$ cat config.mk
export PLATFORM = sky130hd
export DESIGN_NAME = dfns_front
export DESIGN_NICKNAME = d
export VERILOG_FILES = /design/src/rtl/dfns_pkg.sv /design/src/rtl/dfns_front.sv
export SDC_FILE = /design/constraint.sdc
export NUM_CORES = 1
export LEC_CHECK = 0
export BUFFER_PORTS_ARGS = -buffer_cell sky130_fd_sc_hd__buf_4
export CAP_MARGIN = 25
export CORE_MARGIN = 2
export CORE_UTILIZATION = 39
export CTS_CLUSTER_SIZE = 16
export DETAILED_ROUTE_END_ITERATION = 12
export PLACE_DENSITY = 0.95
export SLEW_MARGIN = 20
export SYNTH_ARGS = -nofsm -noshare
export SYNTH_HDL_FRONTEND = slang
export SYNTH_SLANG_ARGS = --single-unit
$ cat constraint.sdc
create_clock -name clk -period 4.8 [get_ports clk]
set_clock_uncertainty 0.2 [all_clocks]
set_input_delay 0.24 -clock clk [delete_from_list [all_inputs] [get_ports clk]]
set_output_delay 0.24 -clock clk [all_outputs]
set_load 0.03 [all_outputs]
$ cat src/rtl/dfns_pkg.sv
// types and constants of the distance field next-step block
// used by every module of the block; depends on nothing
package dfns_pkg;

  localparam int COORD_W = 6;
  localparam int DIST_W  = 13;
  localparam int CFG_W   = 7;
  // side lengths up to 511
  localparam int SIZE_W  = 9;

  localparam logic [1:0] OP_WRITE  = 2'd0;
  localparam logic [1:0] OP_TOWARD = 2'd1;
  localparam logic [1:0] OP_AWAY   = 2'd2;

  localparam logic REG_GRID_WIDTH  = 1'b0;
  localparam logic REG_GRID_HEIGHT = 1'b1;

  // scan slot 0 is the start tile, slots 1..8 the neighbours
  localparam logic [3:0] SLOT_CENTRE = 4'd0;
  localparam logic [3:0] SLOT_LAST   = 4'd8;
  localparam logic [3:0] SLOT_DIAG0  = 4'd5;

  // neighbour order: E, W, S, N, SE, NE, SW, NW
  localparam logic signed [1:0] NBR_DX [8] =
    '{2'sd1, -2'sd1, 2'sd0, 2'sd0, 2'sd1, 2'sd1, -2'sd1, -2'sd1};
  localparam logic signed [1:0] NBR_DY [8] =
    '{2'sd0, 2'sd0, 2'sd1, -2'sd1, 2'sd1, -2'sd1, 2'sd1, -2'sd1};

  typedef enum logic [1:0] {
    CMD_WRITE,
    CMD_TOWARD,
    CMD_AWAY,
    CMD_STAY
  } cmd_kind_t;

  typedef struct packed {
    cmd_kind_t                 kind;
    logic [COORD_W-1:0]        x;
    logic [COORD_W-1:0]        y;
    logic [COORD_W-1:0]        tx;
    logic [COORD_W-1:0]        ty;
    logic                      blocked;
    logic signed [DIST_W-1:0]  distance;
    logic                      occupied;
  } cmd_t;

  // grid size in use, already capped at the storage side
  typedef struct packed {
    logic [SIZE_W-1:0] w;
    logic [SIZE_W-1:0] h;
  } geom_t;

endpackage

$ cat src/rtl/dfns_front.sv
// front end: size registers, request accept and classification into commands
// depends on dfns_pkg; feeds dfns_queue
module dfns_front #(
  parameter int MAX_SIDE = 64,
  parameter int DIST_MAX = 4095
) (
  input  logic                                 clk,
  input  logic                                 rst_n,
  input  logic                                 in_valid,
  output logic                                 in_ready,
  input  logic [1:0]                           in_op,
  input  logic [dfns_pkg::COORD_W-1:0]         in_tile_x,
  input  logic [dfns_pkg::COORD_W-1:0]         in_tile_y,
  input  logic [dfns_pkg::COORD_W-1:0]         in_target_x,
  input  logic [dfns_pkg::COORD_W-1:0]         in_target_y,
  input  logic                                 in_cell_blocked,
  input  logic signed [dfns_pkg::DIST_W-1:0]   in_cell_distance,
  input  logic                                 in_cell_occupied,
  input  logic                                 cfg_we,
  input  logic                                 cfg_index,
  input  logic [dfns_pkg::CFG_W-1:0]           cfg_wdata,
  input  logic                                 clearing,
  input  logic                                 push_ready,
  output logic                                 push_valid,
  output dfns_pkg::cmd_t                       push_data,
  output dfns_pkg::geom_t                      geom
);

  localparam logic [dfns_pkg::SIZE_W-1:0] SIDE = dfns_pkg::SIZE_W'(MAX_SIDE);
  localparam logic signed [17:0] DMAX = 18'(DIST_MAX);

  logic [dfns_pkg::CFG_W-1:0] grid_w_r, grid_w_nxt;
  logic [dfns_pkg::CFG_W-1:0] grid_h_r, grid_h_nxt;
  logic [dfns_pkg::SIZE_W-1:0] w_ext, h_ext, x_ext, y_ext;
  logic signed [17:0] d_ext;
  logic start_in, keep;

  always_comb begin
    grid_w_nxt = grid_w_r;
    grid_h_nxt = grid_h_r;
    if (cfg_we) begin
      unique case (cfg_index)
        dfns_pkg::REG_GRID_WIDTH:  grid_w_nxt = cfg_wdata;
        dfns_pkg::REG_GRID_HEIGHT: grid_h_nxt = cfg_wdata;
        default: ;
      endcase
    end
  end

  always_ff @(posedge clk) begin
    if (!rst_n) begin
      grid_w_r <= dfns_pkg::CFG_W'(64);
      grid_h_r <= dfns_pkg::CFG_W'(64);
    end else begin
      grid_w_r <= grid_w_nxt;
      grid_h_r <= grid_h_nxt;
    end
  end

  assign w_ext  = {2'b00, grid_w_r};
  assign h_ext  = {2'b00, grid_h_r};
  assign geom.w = (w_ext > SIDE) ? SIDE : w_ext;
  assign geom.h = (h_ext > SIDE) ? SIDE : h_ext;

  assign x_ext    = {3'b000, in_tile_x};
  assign y_ext    = {3'b000, in_tile_y};
  assign start_in = (x_ext < geom.w) && (y_ext < geom.h);
  assign d_ext    = 18'(in_cell_distance);

  assign in_ready = push_ready && !clearing;

  always_comb begin
    push_data.kind     = dfns_pkg::CMD_STAY;
    push_data.x        = in_tile_x;
    push_data.y        = in_tile_y;
    push_data.tx       = in_target_x;
    push_data.ty       = in_target_y;
    push_data.blocked  = in_cell_blocked;
    push_data.distance = (d_ext > DMAX) ? dfns_pkg::DIST_W'(DIST_MAX) : in_cell_distance;
    push_data.occupied = in_cell_occupied;
    keep = 1'b0;
    unique case (in_op)
      dfns_pkg::OP_WRITE: begin
        // writes past the storage side are dropped
        push_data.kind = dfns_pkg::CMD_WRITE;
        keep = (x_ext < SIDE) && (y_ext < SIDE);
      end
      dfns_pkg::OP_TOWARD: begin
        push_data.kind = start_in ? dfns_pkg::CMD_TOWARD : dfns_pkg::CMD_STAY;
        keep = 1'b1;
      end
      dfns_pkg::OP_AWAY: begin
        push_data.kind = start_in ? dfns_pkg::CMD_AWAY : dfns_pkg::CMD_STAY;
        keep = 1'b1;
      end
      default: keep = 1'b0;
    endcase
  end

  assign push_valid = in_valid && in_ready && keep;

endmodule

==> summary.md <==
| Metric | Value |
|---|---|
| Most frequent cells in the layout | `buf_4 (57), nand2_1 (23), dfxtp_1 (14), nand2b_1 (13), inv_1 (12)` |
| Post-CTS setup buffers | `0` |
| Pwr dens | `202 mW/mm2` |
| Min Tclk post-route | `2.52 ns` |
| Syn Area/Cell | `7.27 um2` |
| Final #Nets | `247` |
| Final worst path period share | `0.525` |
| I/O pin cnt | `116` |
| Most common cell after layout, fill and taps aside | `buf_4` |
| Critical path depth | `7` |
| Vias in the first global route | `980` |
| Worst Hold Class | `input port to flop` |
| Post-Synth XOR/XNOR Area | `0` |
| Endpoints failing hold | `0` |
| RD Place Congestion | `0.710` |
| Layout cells sized above 1 | `0.333` |
| Initial DRC count | `15` |
| DR WL/cell | `11.9 um` |
| Post-DP HPWL | `2200 um` |
| Area of the mapped netlist | `0.00119 mm2` |
| Via/cell ratio | `4.76` |
| Critical-path cell list | `nand2b_1 -> ha_1 -> a211oi_1 -> or3_1 -> o311a_1 -> a31oi_1 -> buf_4` |
| Leak Pwr | `0.000734 uW` |
| GRT overflow | `0` |
| FF/Latch Area | `280 um2` |
| CP max FO | `10` |
| Final Setup Violations | `0` |
| Die area | `0.00352 mm2` |
| Synth Area in Compound Gates | `0.120` |
| Skew-Pair Late Insertion Delay | `0.28 ns` |
| Max Fclk | `397 MHz` |
| Largest family of logic cells by synthesized area | `buffers and inverters` |
| Vias post-DR | `1014` |
| Final slew viol count | `0` |
| Crit path launch type | `flop` |
| Post-Synth Simple-Gate Area | `0.252` |
| Synth Register Bits | `14` |
| CP bufs+invs | `1` |
| Cell count after synthesis | `164` |
| Final setup TNS | `0 ns` |
| Worst Reg-to-Reg Cells | `2` |
| Area of the multi-input gates | `583 um2` |
| DRT Pass-1 Iters | `4` |
| Worst Hold Depth | `2` |
| Adder-Cell Fraction of Synth Area | `0.105` |
| IO buf count | `57` |
| Initial Utilization | `0.400` |
| Req. time, crit path | `4.36 ns` |
| Crit path largest cell delay | `0.38 ns` |
| Kind of critical path | `flop to primary output` |
| Row cnt | `20` |
| Root Buffer | `clkbuf_4` |
| Leading area contributor after synthesis | `dfxtp_1` |
| Chip width | `59.3 um` |
| Synth warnings | `0` |
| Clock sinks | `14` |
| Number of fill cells | `296` |
| Drt drc | `0` |
| Clock transition at path regs | `0.07 ns` |
| CTS buffer count | `3` |
| Diode count | `0` |
| Peak supply drop | `0.0000588 V` |
| TritonCTS clock tree | `done` |
| Deepest clock path buffer count | `2` |
| Multiplexer share of the synthesized area | `0` |
| RSZ-0062 raised after global routing | `false` |
| Max-cap viol count | `0` |
| Largest net degree at the start of global routing | `15` |
| Top-area cell type share of the netlist area | `0.235` |
| Status | `finished clean` |
| Initial antenna violation count | `0` |
| Top post-synthesis cells by area | `dfxtp_1 (24%), buf_4 (19%), ha_1 (10%), nand2_1 (7.2%), nand2b_1 (6.8%)` |
| CTS H-Tree Depth | `1` |
| Die height | `59.3 um` |
| Area growth syn-to-layout | `18.3%` |
| Core area | `0.00298 mm2` |
| CP Capture Type | `primary output` |
| Total track usage | `0.150` |
| Dpl cells | `209` |
| CP max stage cell | `dfxtp_1` |
| Crit path max-delay family | `simple AND/OR/NAND/NOR gates` |
| Detailed Route WL | `2550 um` |
| Unique masters post-synth | `22` |
| Post-DRT Antenna Nets | `0` |
| Non-Filler Instances | `213` |
| Register area share after synthesis | `0.235` |
| Arrival @ worst endpoint | `2.08 ns` |
| First-pass GRT wire length | `4020 um` |
==> synthesized netlist by cell type <==
cell type and number:
a211oi_1 4, conb_1 1, nand2b_1 13, nor2_1 5, clkbuf_1 15, nand3_1 9, buf_2 2, nand2_1 23
a21boi_1 6, and3_1 1, and2b_1 1, or3_1 3, nand4b_1 2, ha_1 10, a31oi_1 2, buf_1 1
o311a_1 1, buf_4 30, a21boi_0 6, nor2b_1 3, inv_1 12, dfxtp_1 14
==> sequential cells by signal (all words and copies together), names as in the netlist <==
signal and cells:
grid_h_r 7, grid_w_r 7
==> cells by family (layout without fill, tap and decap cells) <==
family          Yosys count  after routing
compound gates           19             19
fa+ha+maj                10             10
buf+inv                  60             73
flops                    14             14
other cells               1              4
simple gates             60             60
==> worst paths after layout <==
check,slack (ns),from,endpoint
setup / recovery,2.28,grid_h_r[6]$_SDFFE_PN1P_,push_data[40]
hold / removal,0.01,rst_n,grid_h_r[6]$_SDFFE_PN1P_
setup reg to reg,3.91,grid_w_r[6]$_SDFFE_PN1P_,grid_w_r[6]$_SDFFE_PN1P_
hold reg to reg,0.26,grid_w_r[5]$_SDFFE_PN0P_,grid_w_r[5]$_SDFFE_PN0P_
==> final cells by class <==
type	count	share of cell area
clock buffers	3	0.0160
inverters	12	0.0319
multi-input cells	93	0.413
flip-flops and latches	14	0.199
well taps	33	0.0293
repair buffers	58	0.311
==> metal layers <==
layer | track usage | part of all wire | vias to the layer above
met5 | 0 | 0 | -
met4 | 0.0909 | 0.025 | 0
met3 | 0.0197 | 0.075 | 9
met2 | 0.261 | 0.48 | 56
met1 | 0.174 | 0.42 | 432
li1 | - | - | 517
==> per-stage QoR <==
step	util	total power (uW)	instance area [um2]	hold WS, ns	worst slack (ns)
CTS	0.474	286	1410	0.0110	2.24
global placement	0.463	222	1380	0.249	2.64
floorplan	-	229	1200	0.164	2.50
finish	0.474	285	1410	0.0145	2.28
detailed placement	0.463	224	1380	0.249	2.55
global route	0.474	298	1410	0.0275	2.15
==> power by group <==
part,internal [uW],switching [uW]
sequential,122,4.99
clock,29.1,34.8
combinational,42.3,51.8
total,193,91.6
==> repair_timing <==
item / in CTS / in global routing
hold buffers: 1 / 0
endpoints found under the hold margin: 1 / 0
gates resized for setup: 0 / 0
Note: power is estimated with default switching activity, not from simulation.
