[src/rtl/dfns_pkg.sv]
// types and constants of the distance field next-step block
// used by every module of the block; depends on nothing
package dfns_pkg;

  localparam int COORD_W = 6;
  localparam int DIST_W  = 13;
  localparam int CFG_W   = 7;
  // side lengths up to 511
  localparam int SIZE_W  = 9;

  localparam logic [1:0] OP_WRITE  = 2'd0;
  localparam logic [1:0] OP_TOWARD = 2'd1;
  localparam logic [1:0] OP_AWAY   = 2'd2;

  localparam logic REG_GRID_WIDTH  = 1'b0;
  localparam logic REG_GRID_HEIGHT = 1'b1;

  // scan slot 0 is the start tile, slots 1..8 the neighbours
  localparam logic [3:0] SLOT_CENTRE = 4'd0;
  localparam logic [3:0] SLOT_LAST   = 4'd8;
  localparam logic [3:0] SLOT_DIAG0  = 4'd5;

  // neighbour order: E, W, S, N, SE, NE, SW, NW
  localparam logic signed [1:0] NBR_DX [8] =
    '{2'sd1, -2'sd1, 2'sd0, 2'sd0, 2'sd1, 2'sd1, -2'sd1, -2'sd1};
  localparam logic signed [1:0] NBR_DY [8] =
    '{2'sd0, 2'sd0, 2'sd1, -2'sd1, 2'sd1, -2'sd1, 2'sd1, -2'sd1};

  typedef enum logic [1:0] {
    CMD_WRITE,
    CMD_TOWARD,
    CMD_AWAY,
    CMD_STAY
  } cmd_kind_t;

  typedef struct packed {
    cmd_kind_t                 kind;
    logic [COORD_W-1:0]        x;
    logic [COORD_W-1:0]        y;
    logic [COORD_W-1:0]        tx;
    logic [COORD_W-1:0]        ty;
    logic                      blocked;
    logic signed [DIST_W-1:0]  distance;
    logic                      occupied;
  } cmd_t;

  // grid size in use, already capped at the storage side
  typedef struct packed {
    logic [SIZE_W-1:0] w;
    logic [SIZE_W-1:0] h;
  } geom_t;

endpackage

[src/rtl/dfns_queue.sv]
// two-entry command queue between front and back end
// depends on dfns_pkg for the command type
module dfns_queue (
  input  logic           clk,
  input  logic           rst_n,
  input  logic           push_valid,
  output logic           push_ready,
  input  dfns_pkg::cmd_t push_data,
  output logic           pop_valid,
  input  logic           pop_ready,
  output dfns_pkg::cmd_t pop_data
);

  localparam int QDEPTH = 2;
  localparam int PW     = $clog2(QDEPTH);

  dfns_pkg::cmd_t entry_r [QDEPTH];
  logic [PW-1:0] wr_ptr_r, wr_ptr_nxt;
  logic [PW-1:0] rd_ptr_r, rd_ptr_nxt;
  logic [PW:0]   cnt_r, cnt_nxt;
  logic do_push, do_pop;

  assign push_ready = (cnt_r != (PW+1)'(QDEPTH));
  assign pop_valid  = (cnt_r != '0);
  assign pop_data   = entry_r[rd_ptr_r];
  assign do_push    = push_valid && push_ready;
  assign do_pop     = pop_valid && pop_ready;

  always_comb begin
    wr_ptr_nxt = do_push ? wr_ptr_r + 1'b1 : wr_ptr_r;
    rd_ptr_nxt = do_pop ? rd_ptr_r + 1'b1 : rd_ptr_r;
    cnt_nxt    = cnt_r;
    case ({do_push, do_pop})
      2'b10:   cnt_nxt = cnt_r + 1'b1;
      2'b01:   cnt_nxt = cnt_r - 1'b1;
      default: cnt_nxt = cnt_r;
    endcase
  end

  always_ff @(posedge clk) begin
    if (!rst_n) begin
      wr_ptr_r <= '0;
      rd_ptr_r <= '0;
      cnt_r    <= '0;
    end else begin
      wr_ptr_r <= wr_ptr_nxt;
      rd_ptr_r <= rd_ptr_nxt;
      cnt_r    <= cnt_nxt;
    end
  end

  always_ff @(posedge clk) begin
    if (do_push) entry_r[wr_ptr_r] <= push_data;
  end

endmodule

[config.mk]
export PLATFORM = sky130hd
export DESIGN_NAME = dfns_queue
export DESIGN_NICKNAME = d
export VERILOG_FILES = /design/src/rtl/dfns_pkg.sv /design/src/rtl/dfns_queue.sv
export SDC_FILE = /design/constraint.sdc
export NUM_CORES = 1
export LEC_CHECK = 0
export BUFFER_PORTS_ARGS = -buffer_cell sky130_fd_sc_hd__buf_2
export CAP_MARGIN = 20
export CORE_MARGIN = 3
export CORE_UTILIZATION = 45
export DETAILED_ROUTE_END_ITERATION = 16
export HOLD_SLACK_MARGIN = 0.06
export PLACE_DENSITY = 0.74
export SLEW_MARGIN = 0
export SYNTH_ARGS = -nofsm -noshare
export SYNTH_HDL_FRONTEND = slang
export SYNTH_SLANG_ARGS = --single-unit
[constraint.sdc]
create_clock -name clk -period 5.3 [get_ports clk]
set_input_delay 0 -clock clk [delete_from_list [all_inputs] [get_ports clk]]
set_output_delay 0 -clock clk [all_outputs]
set_load 0.05 [all_outputs]
==> results.toml, run 1 <==
[outcome]
outcome = "complete, no violations"

[logic_synthesis]
syn_area_per_cell_sq_um = 20.9
yosys_warnings = 0
seq_area_frac_synth_pct = 80.5
synth_top_cell_by_area = "sky130_fd_sc_hd__edfxtp_1"
postSynthCellCount = 152
netlist-cell-type-count = 21
synthMostInstantiatedCell = "sky130_fd_sc_hd__edfxtp_1"
netlist_area_sq_um = 3180
synth_commonest_cells = "sky130_fd_sc_hd__edfxtp_1, sky130_fd_sc_hd__mux2_2, sky130_fd_sc_hd__dfxtp_1"
yosys_register_bits = 87
mappedNetlistNets = 198
synth_top_cell_area_share_pct = 77.4
synthTopCellsByArea = "sky130_fd_sc_hd__edfxtp_1, sky130_fd_sc_hd__mux2_2, sky130_fd_sc_hd__dfxtp_1"
synth_flop_cell = "sky130_fd_sc_hd__edfxtp_1"
synth_edf_count = 82
synth-async-reset-ratio_pct = 0

[global_route]
grt_remaining_overflow = 0
grt_antenna_before_repair = 0
tot_gr_track_use_pct = 15.4
pin_count_of_the_biggest_net_entering_global_routing = 42
grt_first_pass_wirelength_um = 9580
grt_pass1_vias = 1901

[floorplan]
start_util_pct = 46.6
chipHeight_um = 90.1
num_rows = 30
design.core.area_sq_um = 6830
fp.dieArea_sq_um = 8120
io_pins = 88
die_width_um = 90.1

[layout]
drive_above_1_share_pct = 50.3
num-nets-final = 335
diodes = 0
area_delta_synth_final_pct = 36.8
n_fill_cell = 515
final_standard_cell_area_without_fillers_sq_um = 4350
multi_input_gate_area_sq_um = 594
register_area_sq_um = 2560

[power_and_ir_drop]
power_leakage_uw = 0.00162
total_power_uw = 2230
power.density_nw_per_um2 = 513
max-vdd-ir-drop_v = 0.000322

[timing]
totalNegativeSetupSlack_ps = 0
rsz0062_at_grt = "no"
slew-limit-headroom_pct = 34.3
achievable-frequency_mhz = 504
setup_violations = 0
final_min_period_over_clock_period_pct = 37.4
timing_max_transition_violations_final = 0
tightestPinTransition_ps = 985
clock-skew-final_ps = 8.79
layout_setup_ws_ps = 3320
final_critical_delay_including_setup_and_external_delays_ps = 1980
report.final.hold_viol_count = 0

[route]
drtPass1Iterations = 4
vias_per_cell = 4.62
drt_drc_violations_left = 0
first_iter_violations = 83
detail_route.wl_per_cell_um = 15.4
routed_wire_length_um = 6000
num_vias = 1803
drt.antenna.violating_nets = 0

[critical_path]
crit_fanout = 41
critPathLaunchType = "register"
slowest_stage_cell_crit_path = "sky130_fd_sc_hd__dfxtp_2"
cp_data_arrival_time_ps = 1980
crit_type = "register to primary output"
worst_setup_path_end_kind = "primary output"
timing.critical_path.cells = "mux2_2 -> buf_2"
critical-path-max-stage-delay_ps = 990
cp.required_ps = 5300

[clocking]
clockBufferDepth = 2
clk_latency_ps = 350
cts.root.buffer_cell = "sky130_fd_sc_hd__clkbuf_8"
cts_sinks = 87
path_clk_slew_ps = 80
cts-buffers-inserted = 9
cts_max_level = 3
post_cts_setup_repair_buffer_count = 0
clock_tree_from_tritoncts = "yes"

[worst_hold_path]
hold_path.class = "input pin to register"

[placed_design]
postPlaceCellArea_sq_um = 3720
dp_worst_setup_slack_ps = 3390
detailedPlacementHpwl_um = 3310
portBuffers = 87
gpl.final_weighted_congestion = 0.722

[run]
cap_viol_max_count = 0
## registers in the layout, summed over array words and instances (netlist names), named ones only
signal    flops
wr_ptr_r      1
entry_r      82
rd_ptr_r      1
cnt_r         2
## cell type report
| class | instances | share of cell area (%) |
|---|---|---|
| sequential | 87 | 58.9 |
| timing repair buffer | 131 | 20.1 |
| multi-input combinational | 59 | 13.7 |
| clock buffer | 10 | 2.93 |
| tap | 96 | 2.76 |
| clock inverter | 6 | 1.61 |
| inverter | 1 | 0.0862 |
## critical path, delay by kind of cell, from the launching register on
| kind | cells | cell delay (ps) |
|---|---|---|
| DFF | 1 | 990 |
| buffers and inverters | 1 | 220 |
| muxes | 1 | 430 |
## layout by cell type (no fill, tap or decap), drive strengths merged
| cell | count |
|---|---|
| mux2 | 41 |
| inv | 1 |
| ha | 1 |
| and3 | 1 |
| edfxtp | 82 |
| dlygate4sd3 | 43 |
| clkinvlp | 3 |
| and2 | 1 |
| or3 | 1 |
| a21boi | 2 |
| o21a | 1 |
| clkinv | 2 |
| buf | 88 |
| o21ai | 1 |
| a21bo | 1 |
| or2 | 1 |
| clkbuf | 10 |
| dfxtp | 5 |
| nand2 | 1 |
| bufinv | 1 |
| nand3b | 1 |
| xnor2 | 3 |
| nand2b | 1 |
| nor2b | 2 |
## layer usage
metal / vias to the layer above / global-route usage, % / share of wire [%]
li1: 864 / - / -
met1: 882 / 17.8 / 41
met2: 51 / 26.6 / 54
met3: 6 / 4.94 / 4.4
met4: 0 / 6.12 / 1.1
met5: - / 0 / 0
## cells by family after synthesis
logic type / after synthesis / share of synthesized area (%)
buffers and inverters: 6 / 0.865
multiplexers: 41 / 14.5
XOR/XNOR: 3 / 0.826
flip-flops: 87 / 80.5
AO/OA/AOI/OAI: 5 / 1.18
adder cells (fa/ha/maj): 1 / 0.393
AND/OR/NAND/NOR: 9 / 1.73
## where the power goes
group	internal [uW]	switching, uW	total (uW)	leakage [uW]
registers	869	72.0	941	0.000809
logic	260	581	841	0.000726
clock network	220	230	450	0.0000891
## what timing repair did
item / CTS / global route
hold buffers: 43 / 0
gates resized for setup: 0 / 0
endpoints found under the hold margin: 87 / 0
## per-stage QoR
stage / util (%) / hold WS (ps) / instances
detailed placement: 54.5 / 193 / 331
CTS: 63.7 / 107 / 390
global placement: 54.5 / 189 / 331
finish: 63.7 / 112 / 390
floorplan: - / 98.9 / 152
global route: 63.7 / 127 / 390
## worst paths after layout
kind / from / end / slack [ps] / depth (start not counted)
worst max-delay path: register / pop_data[37] / 3320 / 2
worst min-delay path: pop_ready / register / 110 / 4
worst max register to register: cnt_r[0] / entry_r[1][17] / 3410 / 2
worst min register to register: cnt_r[1] / cnt_r[1] / 510 / 2
No activity file was read; power rests on OpenSTA's default activity.
==> run 2: changes to the inputs <==
- clock period: 5.3 -> 1.9 ns (I/O delays scaled with it)
==> run 2 against run 1 <==
Net effect:
- register-to-register slack lost 3100 ps
- core utilization rose by 1.0 points
- sequential share of layout area shrank 0.93 points
- clock-buffer cell count stayed put
- power grew to 2.8 times the previous value
- final area up 1.6%
- global-route usage rose by 0.69 points
- highest routed layer unchanged
==> results.toml, run 2 (synthesis results as in run 1) <==
[timing]
tightestPinTransition_ps = 292
timing_max_transition_violations_final = 0
report.final.hold_viol_count = 0
rsz0062_at_grt = "no"
final_critical_delay_including_setup_and_external_delays_ps = 1700
layout_setup_ws_ps = 199
final_min_period_over_clock_period_pct = 89.5
setup_violations = 0
hold_slack_ps = 133
achievable-frequency_mhz = 588
totalNegativeSetupSlack_ps = 0
slew-limit-headroom_pct = 80.5
clock-skew-final_ps = 5.07

[clocking]
path_clk_slew_ps = 80
clockBufferDepth = 2
cts.root.buffer_cell = "sky130_fd_sc_hd__clkbuf_8"
post_cts_resized = 0
post_cts_setup_repair_buffer_count = 0
clk_latency_ps = 340
clock_tree_from_tritoncts = "yes"
cts-buffers-inserted = 9
cts_sinks = 87
cts_max_level = 3

[floorplan]
die_width_um = 90.1
chipHeight_um = 90.1
io_pins = 88
start_util_pct = 46.6
fp.dieArea_sq_um = 8120
num_rows = 30
design.core.area_sq_um = 6830

[route]
drt.antenna.violating_nets = 0
drtPass1Iterations = 4
num_vias = 1835
detail_route.wl_per_cell_um = 15.8
routed_wire_length_um = 6200
drt_drc_violations_left = 0
vias_per_cell = 4.67
first_iter_violations = 91

[critical_path]
worst_r2r_startpoint = "cnt_r[0]"
slowest_stage_cell_crit_path = "sky130_fd_sc_hd__dfxtp_2"
timing.critical_path.buf_inv = 2
critPathLaunchType = "register"
r2r_setup_slack_ps = 340
crit_type = "register to primary output"
r2r.worst_path.cells = 5
worst_path_dominant_cell_family = "flip-flops"
cp.required_ps = 1900
critical-path-max-stage-delay_ps = 510
timing.critical_path.cells = "buf_12 -> mux2_2 -> buf_2"
reg2reg_to = "cnt_r[1]"
cp_data_arrival_time_ps = 1700
crit_fanout = 31
worst_setup_path_end_kind = "primary output"

[layout]
mostFrequentLayoutCell = "sky130_fd_sc_hd__buf_2"
drive_above_1_share_pct = 51.2
max_flop_register = "entry_r"
diodes = 0
final_standard_cell_area_without_fillers_sq_um = 4420
layout_common_cells = "sky130_fd_sc_hd__buf_2, sky130_fd_sc_hd__edfxtp_1, sky130_fd_sc_hd__dlygate4sd3_1"
area_delta_synth_final_pct = 39.0
layout_top_registers = "entry_r x82, cnt_r x2"
number_of_flip_flops_under_the_largest_register_name = 82
num-nets-final = 338

[global_route]
grt_pass1_vias = 1970
grt_first_pass_wirelength_um = 10000
grt_antenna_before_repair = 0
grt_remaining_overflow = 0
pin_count_of_the_biggest_net_entering_global_routing = 42
tot_gr_track_use_pct = 16.1

[placed_design]
detailedPlacementHpwl_um = 3620
portBuffers = 87
gpl.final_weighted_congestion = 0.752
dp_worst_setup_slack_ps = 363
postPlaceCellArea_sq_um = 3800

[run]
cap_viol_max_count = 0

[worst_hold_path]
hold_path_end = "rd_ptr_r"
timing.hold.worst_path_depth = 4
hold_path_startpoint = "pop_ready"
hold_path.class = "input pin to register"

[power_and_ir_drop]
power_leakage_uw = 0.00166
power.density_nw_per_um2 = 1420
max-vdd-ir-drop_v = 0.000916

[outcome]
outcome = "complete, no violations"
## run 2: what timing repair did
action | in CTS | in global routing
hold buffers | 43 | 0
endpoints found under the hold margin | 87 | 0
endpoints found under the setup margin | 0 | 0
## run 2: how the worst max path moves through the flow
stage | cells after the start | slack (ps) | to | startpoint
after detailed placement | 5 | 360 | cnt_r[1] | cnt_r[0]
after floorplan | 3 | 20 | entry_r[0][0] | cnt_r[0]
final | 3 | 200 | pop_data[40] | register
after CTS | 3 | 170 | pop_data[24] | register
after global routing | 3 | 110 | pop_data[11] | register
after global placement | 4 | 410 | entry_r[0][15] | cnt_r[0]
## run 2: layer usage
layer / up-vias / track usage [%] / share of wire, %
met1: 889 / 18.9 / 41
met3: 8 / 4.69 / 5.3
li1: 873 / - / -
met5: - / 0 / 0
met4: 0 / 6.89 / 2.0
met2: 65 / 27.6 / 52
## run 2: tightest hold or removal path, delay by kind of cell
family                 cells  cell delay [ps]
XOR/XNOR                   1              100
AND/OR/NAND/NOR            1              100
buffers and inverters      1               80
AO/OA/AOI/OAI              1              160
## run 2: stage by stage
stage               power [uW]  utilization (%)  instances
floorplan                 4470                -        152
global placement          5020             55.7        334
detailed placement        5050             55.7        334
CTS                       6350             64.7        393
global route              6570             64.7        393
finish                    6290             64.7        393
## run 2: cell type report
type,count,area (sq um)
Timing Repair Buffer,134,946
Clock inverter,6,61.3
Sequential cell,87,2560
Fill cell,524,2410
Multi-Input combinational cell,59,597
Inverter,1,7.51
Clock buffer,10,128
Tap cell,96,120
## run 2: report_power, final
part | internal [uW] | switching (uW)
clock network | 604 | 617
registers | 2420 | 113
logic | 802 | 1740
total | 3830 | 2470
